==> src/hw/rtl/arqrr_pkg.sv <==
// Package for the ARQ receive reorder and status block: defaults, field widths and codes.
`timescale 1ns / 1ps
`default_nettype none

package arqrr_pkg;

	// Default window size and sequence number width.
	localparam int WINDOW_DEF   = 32;
	localparam int SEQ_BITS_DEF = 12;

	// Fixed field widths on the stream ports.
	localparam int SEQ_FIELD_W = 12;
	localparam int IN_TDATA_W  = 32;
	localparam int OUT_TDATA_W = 16;
	localparam int KIND_W      = 3;

	// Input operation codes carried in tuser.
	localparam logic OP_DATA   = 1'b0;
	localparam logic OP_STATUS = 1'b1;

	// Result kinds carried in tuser.
	typedef enum logic [KIND_W-1:0] {
		KIND_DELIVERED = 3'd0,
		KIND_DONE      = 3'd1,
		KIND_DROPPED   = 3'd2,
		KIND_ACK       = 3'd3,
		KIND_MISSING   = 3'd4
	} kind_t;

endpackage

`default_nettype wire

==> src/hw/rtl/arq_receive_reorder_status.sv <==
// Data: evaluate marks or drops the word; deliver sends the run, d words (0 to WINDOW), and done.
// Status: evaluate sends the ack; the status state then scans the span for missing numbers.
// One word is worked on at a time; one shared sequence adder is stepped by the sequencer.
// The output register lets the last result wait while the next input word is taken.
// Reset (arst_n low, asynchronous) clears the received map, next-expected and the sequencer.
`timescale 1ns / 1ps
`default_nettype none

module arq_receive_reorder_status
	import arqrr_pkg::*;
#(
	parameter int WINDOW   = WINDOW_DEF,
	parameter int SEQ_BITS = SEQ_BITS_DEF
) (
	input  wire logic                   clk,
	input  wire logic                   arst_n,
	input  wire logic                   s_axis_tvalid,
	output logic                        s_axis_tready,
	// seq_num [11:0], poll_flag [12], status_end [24:13], zero [31:25]
	input  wire logic [IN_TDATA_W-1:0]  s_axis_tdata,
	// opcode [0]
	input  wire logic [0:0]             s_axis_tuser,
	output logic                        m_axis_tvalid,
	input  wire logic                   m_axis_tready,
	// out_seq [11:0], poll_seen [12], zero [15:13]
	output logic [OUT_TDATA_W-1:0]      m_axis_tdata,
	// kind [2:0]
	output logic [KIND_W-1:0]           m_axis_tuser,
	output logic                        m_axis_tlast
);

	localparam int IDXW = $clog2(WINDOW);
	localparam int CNTW = $clog2(WINDOW + 1);

	typedef enum logic [1:0] {
		ST_IDLE,
		ST_EVAL,
		ST_DELIVER,
		ST_STATUS
	} state_t;

	state_t                state_q;
	logic                  opcode_q;
	logic [SEQ_BITS-1:0]   seq_q;
	logic                  poll_q;
	logic [SEQ_BITS-1:0]   end_q;
	logic [SEQ_BITS-1:0]   next_q;
	logic [SEQ_BITS-1:0]   cur_q;
	logic [WINDOW-1:0]     map_q;
	logic [WINDOW-1:0]     scan_q;
	logic [CNTW-1:0]       cnt_q;

	logic                  out_valid_q;
	kind_t                 out_kind_q;
	logic [SEQ_FIELD_W-1:0] out_seq_q;
	logic                  out_poll_q;
	logic                  out_last_q;

	logic [SEQ_BITS-1:0]   op_a;
	logic [SEQ_BITS-1:0]   op_b;
	logic [SEQ_BITS-1:0]   sum;
	logic                  in_win;
	logic [CNTW-1:0]       span_cnt;
	logic [CNTW-1:0]       cnt_sel;
	logic [WINDOW-1:0]     mask;
	logic                  any_miss;
	logic                  more_miss;
	logic                  out_free;

	logic                  emit;
	kind_t                 e_kind;
	logic [SEQ_BITS-1:0]   e_seq;
	logic                  e_poll;
	logic                  e_last;

	// The output register is free when empty or when its word is taken this cycle.
	assign out_free      = !out_valid_q || m_axis_tready;
	assign s_axis_tready = (state_q == ST_IDLE);

	// Shared sequence adder: distance from next-expected, or an increment by one.
	always_comb begin
		op_a = cur_q;
		op_b = '0;
		unique case (state_q)
			ST_EVAL: begin
				op_a = (opcode_q == OP_STATUS) ? end_q : seq_q;
				op_b = ~next_q;
			end
			ST_DELIVER: begin
				op_a = next_q;
			end
			default: begin
			end
		endcase
		sum = op_a + op_b + SEQ_BITS'(1);
	end

	// Window test and clamped status span, both taken from the adder's distance.
	assign in_win   = (sum < SEQ_BITS'(WINDOW));
	assign span_cnt = (sum > SEQ_BITS'(WINDOW)) ? CNTW'(WINDOW) : CNTW'(sum);
	assign cnt_sel  = (state_q == ST_EVAL) ? span_cnt : cnt_q;

	// Positions still inside the span, and whether any missing number lies in them.
	always_comb begin
		for (int i = 0; i < WINDOW; i++) begin
			mask[i] = (CNTW'(i) < cnt_sel);
		end
	end

	assign any_miss  = |(~map_q & mask);
	assign more_miss = |(~scan_q[WINDOW-1:1] & mask[WINDOW-1:1]);

	// Result chosen for this cycle, if any.
	always_comb begin
		emit   = 1'b0;
		e_kind = KIND_DELIVERED;
		e_seq  = next_q;
		e_poll = 1'b0;
		e_last = 1'b0;
		unique case (state_q)
			ST_EVAL: begin
				if (opcode_q == OP_STATUS) begin
					emit   = 1'b1;
					e_kind = KIND_ACK;
					e_last = !any_miss;
				end else if (!in_win) begin
					emit   = 1'b1;
					e_kind = KIND_DROPPED;
					e_seq  = seq_q;
					e_poll = poll_q;
					e_last = 1'b1;
				end
			end
			ST_DELIVER: begin
				emit = 1'b1;
				if (!map_q[0]) begin
					e_kind = KIND_DONE;
					e_poll = poll_q;
					e_last = 1'b1;
				end
			end
			ST_STATUS: begin
				emit   = !scan_q[0];
				e_kind = KIND_MISSING;
				e_seq  = cur_q;
				e_last = !more_miss;
			end
			default: begin
			end
		endcase
	end

	// Sequencer, window state and output register.
	always_ff @(posedge clk or negedge arst_n) begin
		if (!arst_n) begin
			state_q     <= ST_IDLE;
			next_q      <= '0;
			map_q       <= '0;
			out_valid_q <= 1'b0;
			opcode_q    <= OP_DATA;
			seq_q       <= '0;
			poll_q      <= 1'b0;
			end_q       <= '0;
			cur_q       <= '0;
			scan_q      <= '0;
			cnt_q       <= '0;
			out_kind_q  <= KIND_DELIVERED;
			out_seq_q   <= '0;
			out_poll_q  <= 1'b0;
			out_last_q  <= 1'b0;
		end else begin
			if (emit && out_free) begin
				out_valid_q <= 1'b1;
				out_kind_q  <= e_kind;
				out_seq_q   <= SEQ_FIELD_W'(e_seq);
				out_poll_q  <= e_poll;
				out_last_q  <= e_last;
			end else if (m_axis_tready) begin
				out_valid_q <= 1'b0;
			end

			unique case (state_q)
				ST_IDLE: begin
					if (s_axis_tvalid) begin
						opcode_q <= s_axis_tuser[0];
						seq_q    <= SEQ_BITS'(s_axis_tdata[11:0]);
						poll_q   <= s_axis_tdata[12];
						end_q    <= SEQ_BITS'(s_axis_tdata[24:13]);
						state_q  <= ST_EVAL;
					end
				end
				ST_EVAL: begin
					if (opcode_q == OP_STATUS) begin
						if (out_free) begin
							scan_q  <= map_q;
							cnt_q   <= span_cnt;
							cur_q   <= next_q;
							state_q <= any_miss ? ST_STATUS : ST_IDLE;
						end
					end else if (in_win) begin
						map_q[IDXW'(sum)] <= 1'b1;
						state_q           <= ST_DELIVER;
					end else if (out_free) begin
						state_q <= ST_IDLE;
					end
				end
				ST_DELIVER: begin
					if (out_free) begin
						if (map_q[0]) begin
							map_q  <= {1'b0, map_q[WINDOW-1:1]};
							next_q <= sum;
						end else begin
							state_q <= ST_IDLE;
						end
					end
				end
				ST_STATUS: begin
					if (scan_q[0] || out_free) begin
						scan_q <= {1'b0, scan_q[WINDOW-1:1]};
						cnt_q  <= cnt_q - CNTW'(1);
						cur_q  <= sum;
						if (!scan_q[0] && !more_miss) begin
							state_q <= ST_IDLE;
						end
					end
				end
				default: begin
					state_q <= ST_IDLE;
				end
			endcase
		end
	end

	assign m_axis_tvalid = out_valid_q;
	assign m_axis_tdata  = {3'b000, out_poll_q, out_seq_q};
	assign m_axis_tuser  = out_kind_q;
	assign m_axis_tlast  = out_last_q;

	// Next-expected only moves while an in-order run is being delivered.
	a_next_only_in_deliver: assert property (@(posedge clk) disable iff (!arst_n)
		(state_q == ST_IDLE) |=> $stable(next_q))
		else $error("next-expected changed outside delivery");

	// Between words the entry for next-expected is never left marked.
	a_head_clear_idle: assert property (@(posedge clk) disable iff (!arst_n)
		(state_q == ST_IDLE) |-> !map_q[0])
		else $error("head of received map set while idle");

	// The status scan never runs past the end of its span.
	a_scan_in_span: assert property (@(posedge clk) disable iff (!arst_n)
		(state_q == ST_STATUS) |-> (cnt_q != '0))
		else $error("status scan ran past its span");

	// A status scan leaves the received map untouched.
	a_map_stable_scan: assert property (@(posedge clk) disable iff (!arst_n)
		(state_q == ST_STATUS) |=> $stable(map_q))
		else $error("received map changed during status scan");

endmodule

`default_nettype wire
==> config.mk <==
export PLATFORM = sky130hd
export DESIGN_NAME = arq_receive_reorder_status
export DESIGN_NICKNAME = d
export VERILOG_FILES = /design/src/hw/rtl/arqrr_pkg.sv /design/src/hw/rtl/arq_receive_reorder_status.sv
export SDC_FILE = /design/constraint.sdc
export NUM_CORES = 1
export LEC_CHECK = 0
export BUFFER_PORTS_ARGS = -buffer_cell sky130_fd_sc_hd__buf_2
export CORE_MARGIN = 4
export CORE_UTILIZATION = 51
export CTS_CLUSTER_SIZE = 30
export DETAILED_ROUTE_END_ITERATION = 6
export PLACE_DENSITY = 0.75
export SLEW_MARGIN = 15
export SYNTH_ARGS = -nofsm -noshare
export SYNTH_HDL_FRONTEND = slang
export SYNTH_SLANG_ARGS = --single-unit
export TNS_END_PERCENT = 10
==> constraint.sdc <==
create_clock -name clk -period 7.4 [get_ports clk]
set_input_delay 1.85 -clock clk [delete_from_list [all_inputs] [get_ports clk]]
set_output_delay 1.85 -clock clk [all_outputs]
set_load 0.01 [all_outputs]
==> results.md, run 1 <==
- The run finished with clean final reports.
- The signed area change from the synthesized netlist to the final layout is 10.6%.
- The number of enable flip-flop cells after synthesis is 0.
- The total number of yosys warnings is 0.
- The path category of the worst min-delay check is flip-flop to flip-flop.
- The startpoint of the most critical register-to-register path is state_q[1].
- The H-tree depth is 4.
- The post-CTS setup-driven buffer insertion count is 0.
- The clock transition at the registers of the reported paths is 0.07 ns.
- The capture instance of the worst register-to-register path is state_q[1].
- The synthesized netlist occupies a cell area of 8530 µm².
- The initial antenna violation count is 0.
- The number of ports placed on the die boundary is 59.
- The final critical delay including setup and external delays is 6.46 ns.
- Counting the buffers created by CTS gives 17.
- The timing-limited maximum frequency is 0.155 GHz.
- The endpoint of the worst hold-timing path is cur_q[4].
- STA classifies the critical path endpoint as a flip-flop.
- The max-slew violation count is 0.
- The horizontal extent of the die is 137 µm.
- Data arrives at the worst endpoint at 6.78 ns.
- The routed layout has 7621 vias.
- The via count of the first global-routing pass is 7358.
- Setup repair after global routing left no endpoint under its margin.
- The last weighted congestion value of the routability-driven placer is 0.995.
- The floorplan step defined a die boundary enclosing 18900 µm².
- Counting every instance in the synthesized netlist gives 984.
- The vias per cell is 6.19.
- The number of I/O port buffers is 48.
- Once the clock tree was built, the resizer swapped 0 gates to a different size.
- The final core area utilization is 57.3%.
- Traced cell by cell, the critical path runs through inv_1 > ha_1 > nand2_1 > a221o_1 > o21ai_0 > ha_1 > inv_1 > fa_1 > a211oi_2 > o21bai_1 > a221oi_1 > xnor2_1 > nor3_4 > nand3_1 > nor3_1 > a2bb2oi_1 > o21ai_0 > a222oi_1 > nand3_1 > nor4b_2 > a21oi_1 > mux2_4.
- In this run the worst path has a maximum fanout of 25.
- The worst path uses 87.3% of the clock period.
- Data on the critical path is required at its endpoint by 7.72 ns.
- The tree built by TritonCTS fans out to 140 sinks.
- A synthesized cell averages 8.67 µm².
- The startpoint-to-endpoint class of the critical path is flip-flop to flip-flop.
- The core outline area is 16500 µm².
- In the routed design, unresolved DRC markers number 0.
- In the synthesized netlist the dominant register cell turns out to be sky130_fd_sc_hd__dfrtp_1.
- The pin count of the biggest net entering global routing is 93.
- The first routing iteration left 987 violations.
- The final HPWL from detailed placement is 17200 µm.
- Counting flops and latches in the post-synthesis netlist gives 140.
- The setup-violating endpoint count in the final report is 0.
- The filler cells instantiated in the layout total 1484.
- The async set-reset flop share out of synthesis is 100%.
- The setup total negative slack is 0 ns.
- The average wire per standard cell is 20.2 µm.
- The clock tree from TritonCTS is yes.
- The count of hold-fix buffers inserted at cts is 0.
- After detailed routing, the total wire length is 24900 µm.
- The cell count of the worst reg-to-reg path is 22.
- The number of antenna-violating nets in the routed design is 0.
- The tightest hold margin is 0.508 ns.
- The sequential share of the synthesized area is 41.1%.
- After synthesis, the netlist uses 77 different library cells.
- The first global-routing pass estimated 40000 µm of wire.
- For this run, the post-layout net count is 1055.
- The setup slack after placement is 1.03 ns.
- The delay contributed by the slowest stage of the critical path is 0.80 ns.
- The worst reg-to-reg setup slack is 0.94 ns.
- The number of core rows is 47.
- In this run the vertical extent of the chip is 137 µm.
- Max-cap violations in this run came to 0.
- The starting density of the core is 51.8%.
- The cell depth of the worst hold path is 2.
- In the global route stage, overall resource usage came out at 27.2%.
- The total global routing overflow is 0.
- The number of search-and-repair iterations in the first detailed-routing pass is 6.
- The kind of launch point of the worst setup path is a flip-flop.
- The final number of hold-violating endpoints is 0.
- 0 antenna diodes ended up in the layout.
- For the worst-skew pair, the clock arrives at the later sink with an insertion delay of 0.43 ns.
- At the pin with the least slew margin, the transition time is 1.05 ns.
- The maximum clock skew at final layout is 0.0121 ns.
- In this run the deepest clock path goes through 2 buffers.
- The worst setup margin is 0.940 ns.
- The startpoint identified for the worst hold timing path is cur_q[4].
- The relative slew slack is 29.8%.
- The post-route netlist has 14.5% of its cells at a drive strength greater than 1.
- CTS placed an instance of sky130_fd_sc_hd__clkbuf_16 at the clock tree root.
- On the critical path, the stage with the largest delay is an instance of sky130_fd_sc_hd__ha_1.
## cell families (layout without fill, tap and decap cells)
| family | count (synthesis) | after routing | synth area share, % |
|---|---|---|---|
| AOI/OAI and AO/OA | 338 | 338 | 25.0 |
| and+or+nand+nor | 321 | 321 | 16.9 |
| DFF | 140 | 140 | 41.1 |
| buffers and inverters | 84 | 110 | 4.28 |
| muxes | 68 | 68 | 8.48 |
| adders and majority gates | 20 | 20 | 2.99 |
| xor gates and xnor gates | 12 | 12 | 1.23 |
| other | 1 | 3 | 0.0440 |
## worst max-delay path: cells and delay by family (launching register included)
family	cells	cell delay (ns)
AOI/OAI and AO/OA	9	2.59
and+or+nand+nor	6	1.06
muxes	1	0.33
adders and majority gates	3	1.51
DFF	1	0.43
xor gates and xnor gates	1	0.26
buffers and inverters	2	0.16
## layout by cell type, fill, tap and decap left out, types with 30 or more instances in the layout
cell	synthesis	final
sky130_fd_sc_hd__o21ai_0	116	115
sky130_fd_sc_hd__a21oi_1	106	106
sky130_fd_sc_hd__nor2_1	97	96
sky130_fd_sc_hd__mux2i_1	37	37
sky130_fd_sc_hd__dfrtp_1	140	140
sky130_fd_sc_hd__nand2_1	146	146
sky130_fd_sc_hd__mux2_2	30	30
sky130_fd_sc_hd__buf_2	4	47
## registers in the layout (all words and copies together), names as in the netlist
signal         flops
map_q             32
scan_q            32
cur_q             12
end_q             12
next_q            12
out_seq_q         12
seq_q             12
cnt_q              6
m_axis_tuser       3
state_q            2
m_axis_tlast       1
m_axis_tvalid      1
opcode_q           1
out_poll_q         1
poll_q             1
## how the worst max path moves through the flow
stage               startpoint          to  slack, ns  cells past startpoint
floorplan           state_q[1]  state_q[1]       1.71                     25
global placement    state_q[1]  state_q[1]       1.08                     22
detailed placement  state_q[1]  state_q[1]       1.03                     22
CTS                 state_q[1]  state_q[1]       1.00                     22
global route        state_q[1]  state_q[1]       0.41                     22
finish              state_q[1]  state_q[1]       0.94                     22
## layer usage
metal	up-vias	global-route usage (%)	routed length, µm
li1	3602	-	-
met3	49	6.50	2080
met1	3656	36.3	10700
met5	-	0	0
met2	314	43.5	11500
met4	0	9.37	605
## synthesized netlist by cell type, types with 13 or more instances
cell | instances | area [µm²]
sky130_fd_sc_hd__dfrtp_1 | 140 | 3500
sky130_fd_sc_hd__a21oi_1 | 106 | 531
sky130_fd_sc_hd__o21ai_0 | 116 | 581
sky130_fd_sc_hd__clkbuf_1 | 52 | 195
sky130_fd_sc_hd__mux2i_1 | 37 | 370
sky130_fd_sc_hd__nor3_1 | 14 | 70.1
sky130_fd_sc_hd__nand2_1 | 146 | 548
sky130_fd_sc_hd__mux2_2 | 30 | 338
sky130_fd_sc_hd__nand3_1 | 15 | 75.1
sky130_fd_sc_hd__inv_1 | 17 | 63.8
sky130_fd_sc_hd__ha_1 | 18 | 225
sky130_fd_sc_hd__nor2_1 | 97 | 364
sky130_fd_sc_hd__a222oi_1 | 13 | 130
## through the flow
step	instances	cell area, µm²
detailed placement	1200	8870
global placement	1200	8870
finish	1232	9430
floorplan	986	8540
global route	1232	9430
CTS	1232	9430
## layout make-up
| cell class | count | area [µm²] | area share [%] |
|---|---|---|---|
| clock buffers | 21 | 450 | 4.78 |
| flip-flops and latches | 140 | 3500 | 37.1 |
| inverters | 18 | 67.6 | 0.716 |
| well taps | 220 | 275 | 2.92 |
| multi-input cells | 762 | 4690 | 49.7 |
| repair buffers | 60 | 337 | 3.57 |
| clock inverters | 11 | 110 | 1.17 |
Power of run 1 is left out: the tool's default activity adds up to more than one toggle a clock period on the data nets, which glitch-free logic cannot reach.
==> run 2, diff against run 1 <==
--- a/config.mk
+++ b/config.mk
@@ -5,6 +5,7 @@
 export SDC_FILE = /design/constraint.sdc
 export NUM_CORES = 1
 export LEC_CHECK = 0
+export ABC_AREA = 1
 export BUFFER_PORTS_ARGS = -buffer_cell sky130_fd_sc_hd__buf_2
 export CORE_MARGIN = 4
 export CORE_UTILIZATION = 51
==> run 2 against run 1 <==
Against the previous run: die area is 5.8% higher; sequential share of layout area down 2.3 points; design area rose by 6.5%; setup slack improved by 0.82 ns; clock skew is 0.00093 ns higher; critical path depth increased by 7; critical path type unchanged; largest cell class unchanged.
==> results.md, run 2 <==
- In the routed layout, each cell is associated on average with a via count of 5.71.
- The startpoint-to-endpoint class of the critical path is flip-flop to flip-flop.
- The most frequently used cell type in the post-synthesis netlist is sky130_fd_sc_hd__nand2_1.
- The path category of the worst min-delay check is flip-flop to flip-flop.
- Detailed routing placed a total of 2370 µm of wire on met3.
- The fraction of the mapped netlist area in simple logic gates is 26.4%.
- In the post-synthesis netlist, the biggest area contributors are sky130_fd_sc_hd__dfrtp_1 (39%), sky130_fd_sc_hd__nand2_1 (14%), sky130_fd_sc_hd__o21ai_0 (8.9%).
- Of all flip-flops after synthesis, the portion carrying an async set or reset was 100%.
- The hold path startpoint is m_axis_tuser[2].
- On the worst path, the slowest cell contributes a delay of 0.55 ns.
- Between clock sinks in the finished design, the worst skew comes to 0.0130 ns.
- Entering global routing, the biggest net connects 87 pins.
- By area, the combinational part of the netlist is dominated by simple AND/OR/NAND/NOR gates.
- For this design, the CTS-stage hold fixing added 0 buffers.
- The first detailed-routing pass took 6 iterations.
- The via count of the first global-routing pass is 8038.
- The most common library cell in the layout ignoring fill and taps is sky130_fd_sc_hd__nand2_1.
- The timing-limited maximum frequency is 0.177 GHz.
- The instance area after placement is 9430 µm².
- After global routing the overflow that remains totals 0.
- The detailed router placed 8657 vias in this run.
- The largest registers in the layout are map_q: 32 flops, scan_q: 32 flops.
- The flow ran to the end, and the final reports show no timing, DRC or antenna violations.
- For the worst setup path, the data required time is 7.71 ns.
- The area of the mapped netlist is 9050 µm².
- The max-slew violation count came to 0.
- The post-synthesis mux area share is 2.61%.
- After clock tree synthesis, the clock-pin slew on the worst setup and hold paths is 0.06 ns.
- Across the run, the number of max-cap violations was 0.
- The uppermost signal routing layer after detailed routing is met4.
- The horizontal extent of the die is 141 µm.
- Dividing the detail-routed wire length by the instance count gives 16.4 µm.
- The slowest cell on the critical path is sky130_fd_sc_hd__nor2_1.
- The routed design uses 11200 µm of met2 wire.
- In the synthesized netlist, the cells that appear most often are sky130_fd_sc_hd__nand2_1 (339), sky130_fd_sc_hd__o21ai_0 (161), sky130_fd_sc_hd__inv_1 (152).
- Of all cell types, the one taking the most synthesized area is sky130_fd_sc_hd__dfrtp_1.
- The number of violations reported at the end of detailed-routing iteration 0 is 822.
- The launch point of the critical path is state_q[1].
- The number of clock buffers added by TritonCTS is 17.
- Setup repair after global routing left no endpoint under its margin.
- The mean cell area of the mapped netlist is 7.22 µm².
- The synthesized design contains 0 enable-type register cells.
- In the routed design, unresolved DRC markers number 0.
- The die is 141 µm tall.
- At the later pin of the worst-skew pair, clock insertion delay measures 0.43 ns.
- The number of antenna-violating nets in the routed design is 0.
- The routed design could run at a clock period as short as 5.64 ns.
- The final net count is 1333.
- The number of sinks driven by the clock tree is 140.
- The starting density of the core is 52.2%.
- After layout, the worst path uses 76.2% of the clock period.
- The most used flip-flop cell after synthesis is sky130_fd_sc_hd__dfrtp_1.
- The first global-routing pass estimated 41000 µm of wire.
- The signed area change from the synthesized netlist to the final layout is 11.0%.
- The synthesized-area fraction occupied by xor and xnor cells is 0.180%.
- For this run, the number of Yosys warnings is 0.
- The number of instances resized during post-cts repair is 0.
- The measured slew at the worst slew-check pin is 1.10 ns.
- In this design, the critical path's most frequently occurring cell is sky130_fd_sc_hd__nand2_1.
- The floorplan step defined a die boundary enclosing 19900 µm².
- After synthesis, the largest area contributor takes up 38.7% of total cell area.
- The worst register-to-register path begins at state_q[1].
- The post-CTS setup-driven buffer insertion count is 0.
- The initial antenna violation count is 0.
- TritonCTS built the clock tree.
- The synthesized netlist contains 46 unique library cells.
- The synthesized design contains 140 register bits.
- The sequential share of the synthesized area is 38.7%.
- The routed metal-1 wirelength is 10900 µm.
- The setup-violating endpoint count in the final report is 0.
- STA puts the critical path data arrival time at 5.95 ns.
- The longest clock path from root to sink contains 2 buffers.
- The last weighted congestion value of the routability-driven placer is 0.927.
- The post-layout instance area is 10000 µm².
- The kind of end point of the critical path is a flip-flop.
- The cell at the root of the clock tree is sky130_fd_sc_hd__clkbuf_16.
- The routed wire length is 24900 µm.
- The final HPWL from detailed placement is 17400 µm.
- The final number of hold-violating endpoints came to 0.
- Leaving out fill and tap cells, the most frequent cells in the layout are sky130_fd_sc_hd__nand2_1 (339), sky130_fd_sc_hd__o21ai_0 (161), sky130_fd_sc_hd__inv_1 (152).
- The floorplan has 48 rows.
- The relative slew slack is 26.7%.
- After Yosys synthesis, full adders, half adders and majority gates account for 2.71% of the synthesized area.
- The worst setup path is launched from a flip-flop.
- Summing the areas of all compound-gate instances in the mapped netlist gives 19.8% of the synthesized area.
- The H-tree depth is 4.
- The number of ports placed on the die boundary is 59.
- Counting every instance in the synthesized netlist gives 1254.
- Buffers placed on the I/O ports in this run total 48.
- 0 antenna diodes ended up in the layout.
- Adding up every negative setup slack in the final design gives 0 ns.
- Of all nets on the critical path, the largest fanout is 20.
- The tightest hold margin is 0.481 ns.
- The core outline area is 17400 µm².
- The global-route usage over all layers is 25.6%.
- Of the cells placed in the final design, the portion with a size suffix greater than 1 is 13.0%.
==> run 2: cell count changes after synthesis, moves of 11 or more <==
cell | before | now
sky130_fd_sc_hd__a21oi_1 | 106 | 59
sky130_fd_sc_hd__a222oi_1 | 13 | 0
sky130_fd_sc_hd__inv_1 | 17 | 152
sky130_fd_sc_hd__inv_2 | 0 | 11
sky130_fd_sc_hd__mux2i_1 | 37 | 0
sky130_fd_sc_hd__nand2_1 | 146 | 339
sky130_fd_sc_hd__nand3_1 | 15 | 81
sky130_fd_sc_hd__nor2_1 | 97 | 69
sky130_fd_sc_hd__nor3_1 | 14 | 3
sky130_fd_sc_hd__o211ai_1 | 3 | 39
sky130_fd_sc_hd__o21ai_0 | 116 | 161
sky130_fd_sc_hd__o22ai_1 | 7 | 21
==> run 2: per-stage QoR <==
stage	setup slack, ns	instances	util (%)
floorplan	2.79	1256	-
global placement	2.03	1482	54.3
detailed placement	2.01	1482	54.3
CTS	1.94	1514	57.8
global route	1.51	1515	57.9
finish	1.76	1515	57.9
==> run 2: critical path: cells and delay by family (launching register included) <==
family                     cells  cell delay, ns
DFF                            1            0.43
AOI/OAI and AO/OA              2            0.45
buffers and inverters          4            0.89
adders and majority gates      3            0.93
and+or+nand+nor               20            2.78
==> run 2: cell type report <==
| type | instances | area [µm²] |
|---|---|---|
| flip-flops and latches | 140 | 3500 |
| repair buffers | 60 | 349 |
| multi-input cells | 895 | 4700 |
| clock inverters | 15 | 178 |
| clock buffers | 17 | 425 |
| inverters | 163 | 612 |
| well taps | 225 | 282 |
| fillers | 1611 | 7310 |
==> run 2: worst paths after layout <==
check / to / slack (ns) / cells after the start
worst max-delay path: state_q[0] / 1.76 / 29
worst min-delay path: m_axis_tuser[2] / 0.48 / 2
worst max register to register: state_q[0] / 1.76 / 29
worst min register to register: m_axis_tuser[2] / 0.48 / 2
max in group asynchronous: scan_q[31] / 4.69 / 2
min in group asynchronous: out_seq_q[9] / 1.45 / 1
==> run 2: kinds of logic after synthesis <==
group	Yosys count
multiplexers	21
other	1
XOR/XNOR	1
adder cells (fa/ha/maj)	19
AND/OR/NAND/NOR	539
flip-flops	140
buffers and inverters	221
AO/OA/AOI/OAI	312
==> run 2: routing by layer <==
layer  track usage [%]  vias up
met5                 0        -
met4              9.03        0
met3              5.80       37
met2              38.5      396
met1              36.5     4030
li1                  -     4194
Power of run 2 is left out for the same reason.
